$ cat config.mk
export PLATFORM = sky130hd
export DESIGN_NAME = swl_step_unit
export DESIGN_NICKNAME = d
export VERILOG_FILES = /design/src/hw/rtl/swl_pkg.sv /design/src/hw/rtl/swl_step_unit.sv
export SDC_FILE = /design/constraint.sdc
export NUM_CORES = 1
export LEC_CHECK = 0
export ABC_AREA = 1
export BUFFER_PORTS_ARGS = -buffer_cell sky130_fd_sc_hd__buf_2
export CAP_MARGIN = 20
export CORE_AREA = 5 5 45 47
export DETAILED_ROUTE_END_ITERATION = 10
export DIE_AREA = 0 0 50 52
export PLACE_DENSITY = 0.86
export SLEW_MARGIN = 20
export SYNTH_ARGS = -nofsm -noshare
export SYNTH_HDL_FRONTEND = slang
export SYNTH_SLANG_ARGS = --single-unit
export TNS_END_PERCENT = 5
$ cat constraint.sdc
create_clock -name vclk -period 4.55
set_clock_uncertainty 0.15 [all_clocks]
set_input_delay 0.91 -clock vclk [all_inputs]
set_output_delay 0.91 -clock vclk [all_outputs]
set_load 0.01 [all_outputs]
$ cat src/hw/rtl/swl_pkg.sv
// ----------------------------------------------------------------------------
// swl_pkg
// Shared types and constants of the stopwatch with lap memory and display.
// ----------------------------------------------------------------------------
package swl_pkg;

    // transaction modes
    localparam logic [2:0] MODE_TICK  = 3'd0;
    localparam logic [2:0] MODE_SET   = 3'd1;
    localparam logic [2:0] MODE_NEXT  = 3'd2;
    localparam logic [2:0] MODE_CLEAR = 3'd3;
    localparam logic [2:0] MODE_SAVE  = 3'd4;

    // run states
    localparam logic [1:0] ST_IDLE = 2'd0;
    localparam logic [1:0] ST_RUN  = 2'd1;
    localparam logic [1:0] ST_STOP = 2'd2;

    // configuration register indexes
    localparam logic [1:0] CFG_SEC_DIV  = 2'd0;
    localparam logic [1:0] CFG_FRAC_DIV = 2'd1;
    localparam logic [1:0] CFG_REF_DIV  = 2'd2;

    localparam logic [9:0] SEC_DIV_RST  = 10'd1000;
    localparam logic [9:0] FRAC_DIV_RST = 10'd100;
    localparam logic [3:0] REF_DIV_RST  = 4'd3;

    localparam logic [9:0] MASK_PRE   = 10'h3ff;
    localparam logic [9:0] MASK_VAL   = 10'h07f;
    localparam logic [9:0] MASK_REF   = 10'h00f;
    localparam logic [9:0] VAL_LIMIT  = 10'd100;

    // request to the shared increment-and-wrap unit
    typedef struct packed {
        logic [9:0] operand;
        logic [9:0] mask;
        logic [9:0] limit;
        logic [9:0] wrap;
    } step_req_t;

    // slot store write control
    typedef struct packed {
        logic we_sec;
        logic we_frac;
        logic clr;
    } slot_wr_t;

    // decimal digit of a two-digit count for a panel
    function automatic logic [3:0] digit_of(input logic [1:0] panel,
                                            input logic [6:0] secs,
                                            input logic [6:0] frac);
        logic [6:0]  v;
        logic [14:0] prod;
        logic [3:0]  tens;
        logic [6:0]  units;
        v     = panel[1] ? frac : secs;
        prod  = 15'(v) * 15'd205;
        tens  = prod[14:11];
        units = v - 7'(tens * 4'd10);
        if (tens >= 4'd10)
        begin
            tens = tens - 4'd10;
        end
        return panel[0] ? units[3:0] : tens;
    endfunction

endpackage

$ cat src/hw/rtl/swl_step_unit.sv
// ----------------------------------------------------------------------------
// swl_step_unit
// Shared increment unit: adds one, masks to width, wraps at a limit.
// ----------------------------------------------------------------------------
module swl_step_unit
    import swl_pkg::*;
(
    input  step_req_t  req,
    output logic [9:0] result
);

    logic [9:0] sum;
    logic [9:0] masked;

    assign sum    = req.operand + 10'd1;
    assign masked = sum & req.mask;
    assign result = (masked >= req.limit) ? req.wrap : masked;

endmodule

Word-level counts from Yosys, hierarchy flattened
Cells that the tools add are included.
{ "totals": {"regBits": 0, "in_bits": 40, "elab_cells": 4} }
{ "classes": {"add_sub_neg": 1, "order_cmp": 1, "n_mux": 1, "bitwise": 1} }
{ "ops": {"columns": ["op", "count"], "rows": [
  ["10-bit by 1-bit adder with 10-bit output (second input constant)", 1],
  ["10-bit AND", 1],
  ["10-bit greater-or-equal comparator", 1],
  ["10-bit 2-to-1 mux", 1]
]} }

Logic depth before layout (Yosys ltp)
{ "logic_depth": {"ltp_word": 4, "ltp_mapped": 17, "depth_no_buf": 17} }

Worst setup path after synthesis
Ideal clock, no wire load.
{ "synth_timing": {"kind": "input to output", "start": "input port req[30] in the netlist's numbering", "end": "output port result[0]", "arrival_time_ps": 2445, "path_slack_ps": 1045, "path_stages": 17, "path_cell_list": "ha_1 nand2_1 inv_1 nand2_1 nor2_1 nand2_1 nand2_1 nor2_1 ha_1 nand2_1 nor2_2 nand2_1 nor2_1 nor2_1 nand2_4 nand2_1 nand2_1"} }
{ "synth_via": {"elab_chain_len": 4} }
{ "synth_lines": {"columns": ["element", "line", "text"], "rows": [
  ["start, declared", "swl_step_unit.sv:8", "input step_req_t req,"],
  ["10-bit by 1-bit adder with 10-bit output *", "swl_step_unit.sv:15", "assign sum = req.operand + 10'd1;"],
  ["10-bit AND *", "swl_step_unit.sv:16", "assign masked = sum & req.mask;"],
  ["10-bit greater-or-equal comparator", "swl_step_unit.sv:17", "assign result = (masked >= req.limit) ? req.wrap : masked;"],
  ["10-bit 2-to-1 mux *", "swl_step_unit.sv:17", null],
  ["end, declared", "swl_step_unit.sv:9", "output logic [9:0] result"]
]} }
Every way passes the cells marked *; elsewhere a longest branch is shown, timed or not.

Final worst setup path
{ "layout_timing": {"start": "input port req[30] in the netlist's numbering", "end": "output port result[6]"} }
The elaborated chain is that of the path after synthesis.

==> out/metrics.yaml <==
worst_setup_path_start_kind: "input pin"
design.seq.count: 0
cp-end-kind: "output port"
holdCritStartpoint: "req[2]"
combPwrFrac_pct: 100.0
track_usage_pct: 15.54
hold_path_class: "in -> out"
regArea_sq_um: 0
clock.fmax_mhz: 245.1
outcome: "finished, final reports clean"
max_slew_margin_pct: 82.53
setup_tns_ns: 0
nClkBuffers: 0
grt_remaining_overflow: 0
yosysSeqAreaShare_pct: 0
crit_start: "req[30]"
syn_nets: 189
critical_path_arrival_ns: 3.02
whs_ns: 1.950
critPathKind: "in -> out"
synthCells: 138
detail-route-antenna-nets: 0
setup_viol: 0
p_switching_uw: 53.25
setup_ws_ns: 0.4700
cap_violations: 0
syn_avg_cell_area_sq_um: 5.014
dp_hpwl_mm: 1.879
p_int_uw: 39.64
grt_max_degree: 11
drive_gt1_share_pct: 31.91
drt-total-wl_mm: 2.095
period_needed_ns: 4.080
num-nets-final: 241
grt_pass1_wl_mm: 3.498
path_common_cell: "nand2_1"
cts.repair.resized: 0
gp_congestion: 0.8281
dpl_worst_slack_ns: 0.4909
rows: 15
core_area_sq_um: 1614
antenna_cells: 0
dieArea_sq_um: 2600
max_stage_delay_ns: 0.27
io_pins: 50
final_cells: 205
finalCritPeriodShare_pct: 89.67
dieWidth_um: 50
rsz0062_at_grt: "no"
dp.cells: 205
hold_viol: 0
cellLeakagePower_uw: 0.0006604
finalPower_uw: 92.88
ir_drop_v: 0.00004459
post-cts-setup-buffer-count: 0
vias: 963
yosysUniqueCellTypes: 16
p_sw_share_pct: 57.33
die_h_um: 52
cts_hold_buffers: 0
first_global_vias: 864
p_seq_share_pct: 0
required_ns: 3.49
dr.pass1.iters: 4
power_density_nw_per_um2: 96.41
worst_slew_pin_slew_ns: 0.2620
initial_core_util_pct: 42.87
netlist_area_sq_um: 691.9
antenna_found_initial: 0
crit_fanout: 10
path_cells: "buf_2 > ha_1 > nand2_1 > inv_1 > nand2_1 > nor2_1 > nand2_1 > nand2_1 > nor2_1 > ha_1 > nand2_1 > nor2_2 > nand2_1 > nor2_1 > nor2_1 > nand2_4 > nand2_1 > nand2_1 > buf_2"
wire_per_inst_um: 10.22
drc: 0
pwr-share-clk_pct: 0
drt_iter0_drc: 15
io_buffers: 50
cp_slowest_cell: "ha_1"
slew_viol_final: 0
area_growth_pct: 39.24
via_per_inst: 4.698
yosys_warnings: 0
## layout by cell type (no fill, tap or decap)
cell / n
nand3_1: 4
ha_1: 11
nand4_1: 2
inv_1: 22
a21oi_1: 7
nand2_2: 2
buf_2: 50
nor2_4: 4
nor2_2: 2
nor2_1: 15
nor3_1: 1
nand2_1: 61
o21ai_0: 3
o21bai_1: 1
nand2_4: 1
inv_2: 1
a31oi_1: 1
## metal layers
| metal | part of all wire [%] | vias to the layer above | track usage (%) |
|---|---|---|---|
| met3 | 7.5 | 0 | 1.146 |
| met4 | 0 | 0 | 0.4367 |
| met2 | 49 | 28 | 27.82 |
| met1 | 43 | 407 | 21.09 |
| met5 | 0 | - | 0 |
| li1 | - | 528 | - |
## cells in the mapped netlist
library cell | n | area (sq um)
a21oi_1 | 7 | 35.03
a31oi_1 | 1 | 6.260
ha_1 | 11 | 137.6
inv_1 | 22 | 82.58
inv_2 | 1 | 3.750
nand2_1 | 61 | 229.0
nand2_2 | 2 | 12.51
nand2_4 | 1 | 11.26
nand3_1 | 4 | 20.02
nand4_1 | 2 | 12.51
nor2_1 | 15 | 56.30
nor2_2 | 2 | 12.51
nor2_4 | 4 | 45.04
nor3_1 | 1 | 5.000
o21ai_0 | 3 | 15.01
o21bai_1 | 1 | 7.510
## kinds of logic (layout without fill, tap and decap cells)
logic type | count (synthesis) | count (layout) | share of synthesized area, %
simple gates | 92 | 92 | 58.41
buf+inv | 23 | 73 | 12.48
compound gates | 12 | 12 | 9.222
fa+ha+maj | 11 | 11 | 19.89
## final timing paths
path	end	slack, ns	depth (start not counted)
hold / removal	result[2]	1.95	4
setup / recovery	result[6]	0.47	19
## power by group through the flow
stage	clock, uW	sequential, uW	combinational, uW
floorplan	0	0	53.9
global placement	0	0	90.6
detailed placement	0	0	93.1
CTS	0	0	93.6
global route	0	0	106
finish	0	0	92.9
## final cells by class
type               instances  area, sq um
well taps                 17        21.27
multi-input cells        115        605.6
fillers                  169        650.6
inverters                 23        86.33
repair buffers            50        250.2
## worst max-delay path: cells and delay by family
family	cells	cell delay (ns)
and+or+nand+nor	14	1.30
adders and majority gates	2	0.45
buffers and inverters	3	0.36
## stage by stage
step / cell area (sq um) / utilization, %
5_1_grt: 963.4 / 59.69
3_5_place_dp: 963.4 / 59.69
4_1_cts: 963.4 / 59.69
3_3_place_gp: 963.4 / 59.69
2_1_floorplan: 691.9 / -
6_report: 963.4 / 59.69
No activity file was read; power rests on OpenSTA's default activity.
