`config.mk`:
```
export PLATFORM = sky130hd
export DESIGN_NAME = swl_slot_store
export DESIGN_NICKNAME = d
export VERILOG_FILES = /design/src/hw/rtl/swl_pkg.sv /design/src/hw/rtl/swl_slot_store.sv
export SDC_FILE = /design/constraint.sdc
export NUM_CORES = 1
export LEC_CHECK = 0
export BUFFER_PORTS_ARGS = -buffer_cell sky130_fd_sc_hd__buf_4
export CORE_MARGIN = 1.5
export CORE_UTILIZATION = 44
export CTS_CLUSTER_SIZE = 10
export DETAILED_ROUTE_END_ITERATION = 6
export PLACE_DENSITY_LB_ADDON = 0.15
export RECOVER_POWER = 100
export SETUP_SLACK_MARGIN = 0.15
export SYNTH_ARGS = -nofsm -noshare
export SYNTH_HDL_FRONTEND = slang
export SYNTH_SLANG_ARGS = --single-unit
```
`constraint.sdc`:
```
create_clock -name clk -period 1 [get_ports clk]
set_input_delay 0.05 -clock clk [delete_from_list [all_inputs] [get_ports clk]]
set_output_delay 0.05 -clock clk [all_outputs]
set_load 0.02 [all_outputs]
```
`src/hw/rtl/swl_pkg.sv`:
```
// ----------------------------------------------------------------------------
// swl_pkg
// Shared types and constants of the stopwatch with lap memory and display.
// ----------------------------------------------------------------------------
package swl_pkg;

    // transaction modes
    localparam logic [2:0] MODE_TICK  = 3'd0;
    localparam logic [2:0] MODE_SET   = 3'd1;
    localparam logic [2:0] MODE_NEXT  = 3'd2;
    localparam logic [2:0] MODE_CLEAR = 3'd3;
    localparam logic [2:0] MODE_SAVE  = 3'd4;

    // run states
    localparam logic [1:0] ST_IDLE = 2'd0;
    localparam logic [1:0] ST_RUN  = 2'd1;
    localparam logic [1:0] ST_STOP = 2'd2;

    // configuration register indexes
    localparam logic [1:0] CFG_SEC_DIV  = 2'd0;
    localparam logic [1:0] CFG_FRAC_DIV = 2'd1;
    localparam logic [1:0] CFG_REF_DIV  = 2'd2;

    localparam logic [9:0] SEC_DIV_RST  = 10'd1000;
    localparam logic [9:0] FRAC_DIV_RST = 10'd100;
    localparam logic [3:0] REF_DIV_RST  = 4'd3;

    localparam logic [9:0] MASK_PRE   = 10'h3ff;
    localparam logic [9:0] MASK_VAL   = 10'h07f;
    localparam logic [9:0] MASK_REF   = 10'h00f;
    localparam logic [9:0] VAL_LIMIT  = 10'd100;

    // request to the shared increment-and-wrap unit
    typedef struct packed {
        logic [9:0] operand;
        logic [9:0] mask;
        logic [9:0] limit;
        logic [9:0] wrap;
    } step_req_t;

    // slot store write control
    typedef struct packed {
        logic we_sec;
        logic we_frac;
        logic clr;
    } slot_wr_t;

    // decimal digit of a two-digit count for a panel
    function automatic logic [3:0] digit_of(input logic [1:0] panel,
                                            input logic [6:0] secs,
                                            input logic [6:0] frac);
        logic [6:0]  v;
        logic [14:0] prod;
        logic [3:0]  tens;
        logic [6:0]  units;
        v     = panel[1] ? frac : secs;
        prod  = 15'(v) * 15'd205;
        tens  = prod[14:11];
        units = v - 7'(tens * 4'd10);
        if (tens >= 4'd10)
        begin
            tens = tens - 4'd10;
        end
        return panel[0] ? units[3:0] : tens;
    endfunction

endpackage

```
`src/hw/rtl/swl_slot_store.sv`:
```
// ----------------------------------------------------------------------------
// swl_slot_store
// Lap slot registers: one addressed read port plus a fixed slot 0 output, one write port, clear of all slots at once.
// ----------------------------------------------------------------------------
module swl_slot_store
    import swl_pkg::*;
#(
    parameter int SLOT_COUNT = 5,
    parameter int SLOT_W     = 3
)
(
    input  logic              clk,
    input  logic              rst_n,
    input  slot_wr_t          wr,
    input  logic [SLOT_W-1:0] wr_addr,
    input  logic [6:0]        wr_sec,
    input  logic [6:0]        wr_frac,
    input  logic [SLOT_W-1:0] rd_addr,
    output logic [6:0]        rd_sec,
    output logic [6:0]        rd_frac,
    output logic [6:0]        base_sec,
    output logic [6:0]        base_frac
);

    logic [6:0] sec_reg  [SLOT_COUNT];
    logic [6:0] frac_reg [SLOT_COUNT];

    always_ff @(posedge clk or negedge rst_n)
    begin
        if (!rst_n)
        begin
            for (int i = 0; i < SLOT_COUNT; i++)
            begin
                sec_reg[i]  <= '0;
                frac_reg[i] <= '0;
            end
        end
        else
        begin
            for (int i = 0; i < SLOT_COUNT; i++)
            begin
                if (wr.clr)
                begin
                    sec_reg[i]  <= '0;
                    frac_reg[i] <= '0;
                end
                else if (wr_addr == SLOT_W'(i))
                begin
                    if (wr.we_sec)
                    begin
                        sec_reg[i] <= wr_sec;
                    end
                    if (wr.we_frac)
                    begin
                        frac_reg[i] <= wr_frac;
                    end
                end
            end
        end
    end

    always_comb
    begin
        rd_sec  = '0;
        rd_frac = '0;
        for (int i = 0; i < SLOT_COUNT; i++)
        begin
            if (rd_addr == SLOT_W'(i))
            begin
                rd_sec  = sec_reg[i];
                rd_frac = frac_reg[i];
            end
        end
    end

    assign base_sec  = sec_reg[0];
    assign base_frac = frac_reg[0];

endmodule

```
# Word level (Yosys, flattened, before mapping)
# Index checks and enable logic that the tools add are counted.
[word_totals]
in_bits = 25
output_inout_bits = 28
ff_bits = 70
[op_classes]
eq_ne = 8
reduce_logical = 19
n_mux = 32
[op_table]
columns = ["cell", "count"]
rows = [
  ["$mux W7", 32],
  ["$reduce_and A2 Y1", 10],
  ["$reduce_bool A2 Y1", 7],
  ["$eq A3 B2 Y1 const B", 4],
  ["$eq A3 B1 Y1 const B", 2],
  ["$eq A3 B3 Y1 const B", 2],
  ["$logic_not A3 Y1", 2],
]

# Depth between registers and ports, before layout
[depth]
depth_word = 6
ltp_mapped = 5
mapped_depth_nobuf = 3

# Worst setup path after synthesis
# No wires, ideal clock.
[synth_timing]
path_kind = "input to output"
from = "input rd_addr[2]"
to = "output rd_frac[2]"
required_ps = 950
stages = 4
arrival_ps = 1124
setup_slack_ps = -174
path_cell_list = "buf_4 buf_2 mux2_2 a221o_1"
[synth_between]
elab_chain_cells = 6
word_cells_on_any_way = 10
[synth_rtl]
columns = ["element", "line_no", "rtl"]
rows = [
  ["from (decl)", "swl_slot_store.sv:18", "input logic [SLOT_W-1:0] rd_addr,"],
  ["$logic_not A3 Y1", "swl_slot_store.sv:68", "if (rd_addr == SLOT_W'(i))"],
  ["$mux W7 (4 in series)", "swl_slot_store.sv:68", ""],
  ["$mux W7 (*)", "swl_slot_store.sv:68", ""],
  ["to (decl)", "swl_slot_store.sv:20", "output logic [6:0] rd_frac,"],
]
# Every way passes the cells marked *; elsewhere a longest branch is shown, timed or not.

# Final worst setup path
[layout_timing]
from = "register frac_reg (netlist bit base_frac[2])"
to = "output rd_frac[2]"
[layout_between]
elab_chain_cells = 5
[layout_rtl]
columns = ["element", "line_no", "rtl"]
rows = [
  ["from (decl)", "swl_slot_store.sv:26", "logic [6:0] frac_reg [SLOT_COUNT];"],
  ["from (signal, indexed assignment)", "swl_slot_store.sv:55", "frac_reg[i] <= wr_frac;"],
  ["$mux W7 (5 in series)", "swl_slot_store.sv:68", ""],
]
# Every way passes these cells.

==> flow_summary.toml <==
[global_routing]
antenna_found_initial = 0
grt_max_degree = 31
grt_first_pass_wirelength_um = 13700
grt_remaining_overflow = 0
grt_pass1_vias = 2679
grtUsageTotal_pct = 21.0

[cts]
clock_latency_ns = 0.34
clock_path_buffers = 2
numClockSinks = 70
tritoncts = "done"
cts_max_level = 3
cts_root_buf = "clkbuf_8"
numCtsBuffers = 9
clk_pin_slew_ns = 0.07

[power]
seqPwrFrac_pct = 44.3
swShare_pct = 26.1
ir_drop_mv = 0.786
internal_power_mw = 5.29
power.density_mw_per_mm2 = 1410
p_switching_mw = 1.87
p_leak_nw = 2.43
comb_power_share_pct = 23.1
pwr-share-clk_pct = 32.6

[cells_and_area]
design_area_mm2 = 0.00509
diodes = 0
final_nets = 404
mostFrequentLayoutCells = "dfrtp_1, buf_6, mux2_2, buf_4, mux2i_1"
drive_gt1_share_pct = 55.2
finalNonFillerCells = 486
syn2layout_area_growth_pct = 43.9
finish.utilization_pct = 65.5
mostFrequentLayoutCell = "dfrtp_1"

[die]
design.core.area_mm2 = 0.00777
dieArea_mm2 = 0.00859
die_w_um = 92.7
start_util_pct = 45.5
die_h_um = 92.7
rows = 32
io_pins = 53

[run_status]
status = "finished with violations"
violations = "setup timing"

[critical_path]
r2r_end = "base_sec[4]$_DFFE_PN0P_"
rr_worst_depth = 4
cp_max_fo = 2
r2r_start = "base_sec[4]$_DFFE_PN0P_"
worst_ep_arrival_time_ns = 1.46
critPathRequiredTime_ns = 0.95
cp-start-kind = "register"
path_class = "register to output pin"
r2r_slack_ns = -0.08
cp-end-kind = "output pin"

[routing]
wl_per_cell_um = 17.5
drcViolationCount = 0
num_vias = 2453
ant_nets = 0
drtPass1Iterations = 4
routed_wl_um = 8520
viasPerCell = 5.05
drtIter0Drc = 60

[timing]
slew_viol_final = 0
hold_slack_ns = 0.223
slew_headroom_pct = 62.4
tns_ns = -7.78
skew_ns = 0
fin_crit_sh_pct = 151
finalSetupViolCount = 31
finalCriticalPeriod_ns = 1.51
hold_viol = 0
rsz0062_at_grt = "yes"
fmax_mhz = 661
setup_ws_ns = -0.514
tightest_slew_ns = 0.564

[logic_synthesis]
ys.warnings.count = 0
synth_compound_area_share_pct = 7.25
synth-xor-area-share_pct = 0
yosysSeqAreaShare_pct = 49.5
synth_top_family_by_area = "multiplexers"
synthCells = 272
synth_mux_area_share_pct = 30.2
syn_nets = 297
avgSynthCellArea_um2 = 13.0
synth-adder-area-share_pct = 0
netlist-cell-type-count = 24
synth-simple-area-share_pct = 7.89
synth-seq-cells = 70
synthesis.area_mm2 = 0.00354

[placed_design]
dp.cells = 439
place_area_mm2 = 0.00439
place_congestion = 0.715
dp_hpwl_um = 5570
port_buffers = 52

[job]
maxCapViolCount = 0

[hold_path]
hp-class = "input pin to async pin"
-- cells in the mapped netlist (all sizes together) --
master / n / area [um^2]
a21oi: 6 / 82.6
a221o: 12 / 120
a22oi: 1 / 7.51
a31oi: 2 / 33.8
and4bb: 1 / 12.5
buf: 26 / 170
clkbuf: 3 / 11.3
dfrtp: 70 / 1750
mux2: 70 / 788
mux2i: 28 / 280
nand2: 2 / 7.51
nand2b: 1 / 6.26
nor2: 28 / 108
nor2b: 18 / 123
nor3b: 1 / 12.5
nor4bb: 1 / 10.0
o211ai: 1 / 7.51
o21ai: 1 / 5.00
-- repair_timing --
item	4_1_cts	5_1_grt
resized for setup	51	23
endpoints found under the setup margin	84	56
hold buffers	15	0
pin swaps	3	7
setup buffers	4	12
endpoints found under the hold margin	84	0
-- routing by layer --
layer | GRT usage (%) | part of all wire (%) | vias to the layer above
met2 | 36.6 | 52 | 45
met4 | 5.30 | 1.4 | 0
met1 | 26.1 | 44 | 1223
met3 | 5.17 | 3.0 | 13
met5 | 0 | 0 | -
li1 | - | - | 1172
-- how the worst max path moves through the flow --
stage                                          end                startpoint
final                                   rd_frac[2]  base_frac[2]$_DFFE_PN0P_
after global routing                     rd_sec[1]   base_sec[1]$_DFFE_PN0P_
after CTS                               rd_frac[3]  base_frac[3]$_DFFE_PN0P_
after detailed placement  frac_reg[10]$_DFFE_PN0P_                wr_addr[2]
after global placement    frac_reg[10]$_DFFE_PN0P_                wr_addr[2]
after floorplan                         rd_frac[2]  base_frac[2]$_DFFE_PN0P_
-- critical path: stages, from the launching register on --
cell	delay (ns)
dfrtp_1	0.39
mux2_2	0.26
a221o_1	0.33
buf_6	0.14
-- stage by stage --
| stage | total power, mW | setup slack [ns] |
|---|---|---|
| 6_report | 7.17 | -0.514 |
| 5_1_grt | 7.50 | -0.560 |
| 4_1_cts | 7.15 | -0.541 |
| 3_5_place_dp | 4.61 | -0.532 |
| 3_3_place_gp | 4.59 | -0.497 |
| 2_1_floorplan | 4.07 | -0.0370 |
-- layout make-up --
cell class	instances	area, um^2
Timing Repair Buffer	125	1240
Fill cell	623	2680
Sequential cell	70	1750
Clock buffer	13	159
Multi-Input combinational cell	173	1770
Tap cell	102	128
Clock inverter	3	42.5
-- logic make-up (layout without fill, tap and decap cells) --
kind of cell           Yosys count  in the layout
and+or+nand+nor                 52             52
buffers and inverters           29            141
AOI/OAI and AO/OA               23             23
muxes                           98             98
DFF                             70             70
-- power by group through the flow --
stage	clock network, mW	registers, mW	logic, mW
floorplan	0	3.19	0.879
global placement	0	3.21	1.38
detailed placement	0	3.21	1.40
CTS	2.39	3.17	1.59
finish	2.33	3.17	1.66
global route	2.52	3.20	1.77
No activity file was read; power rests on OpenSTA's default activity.
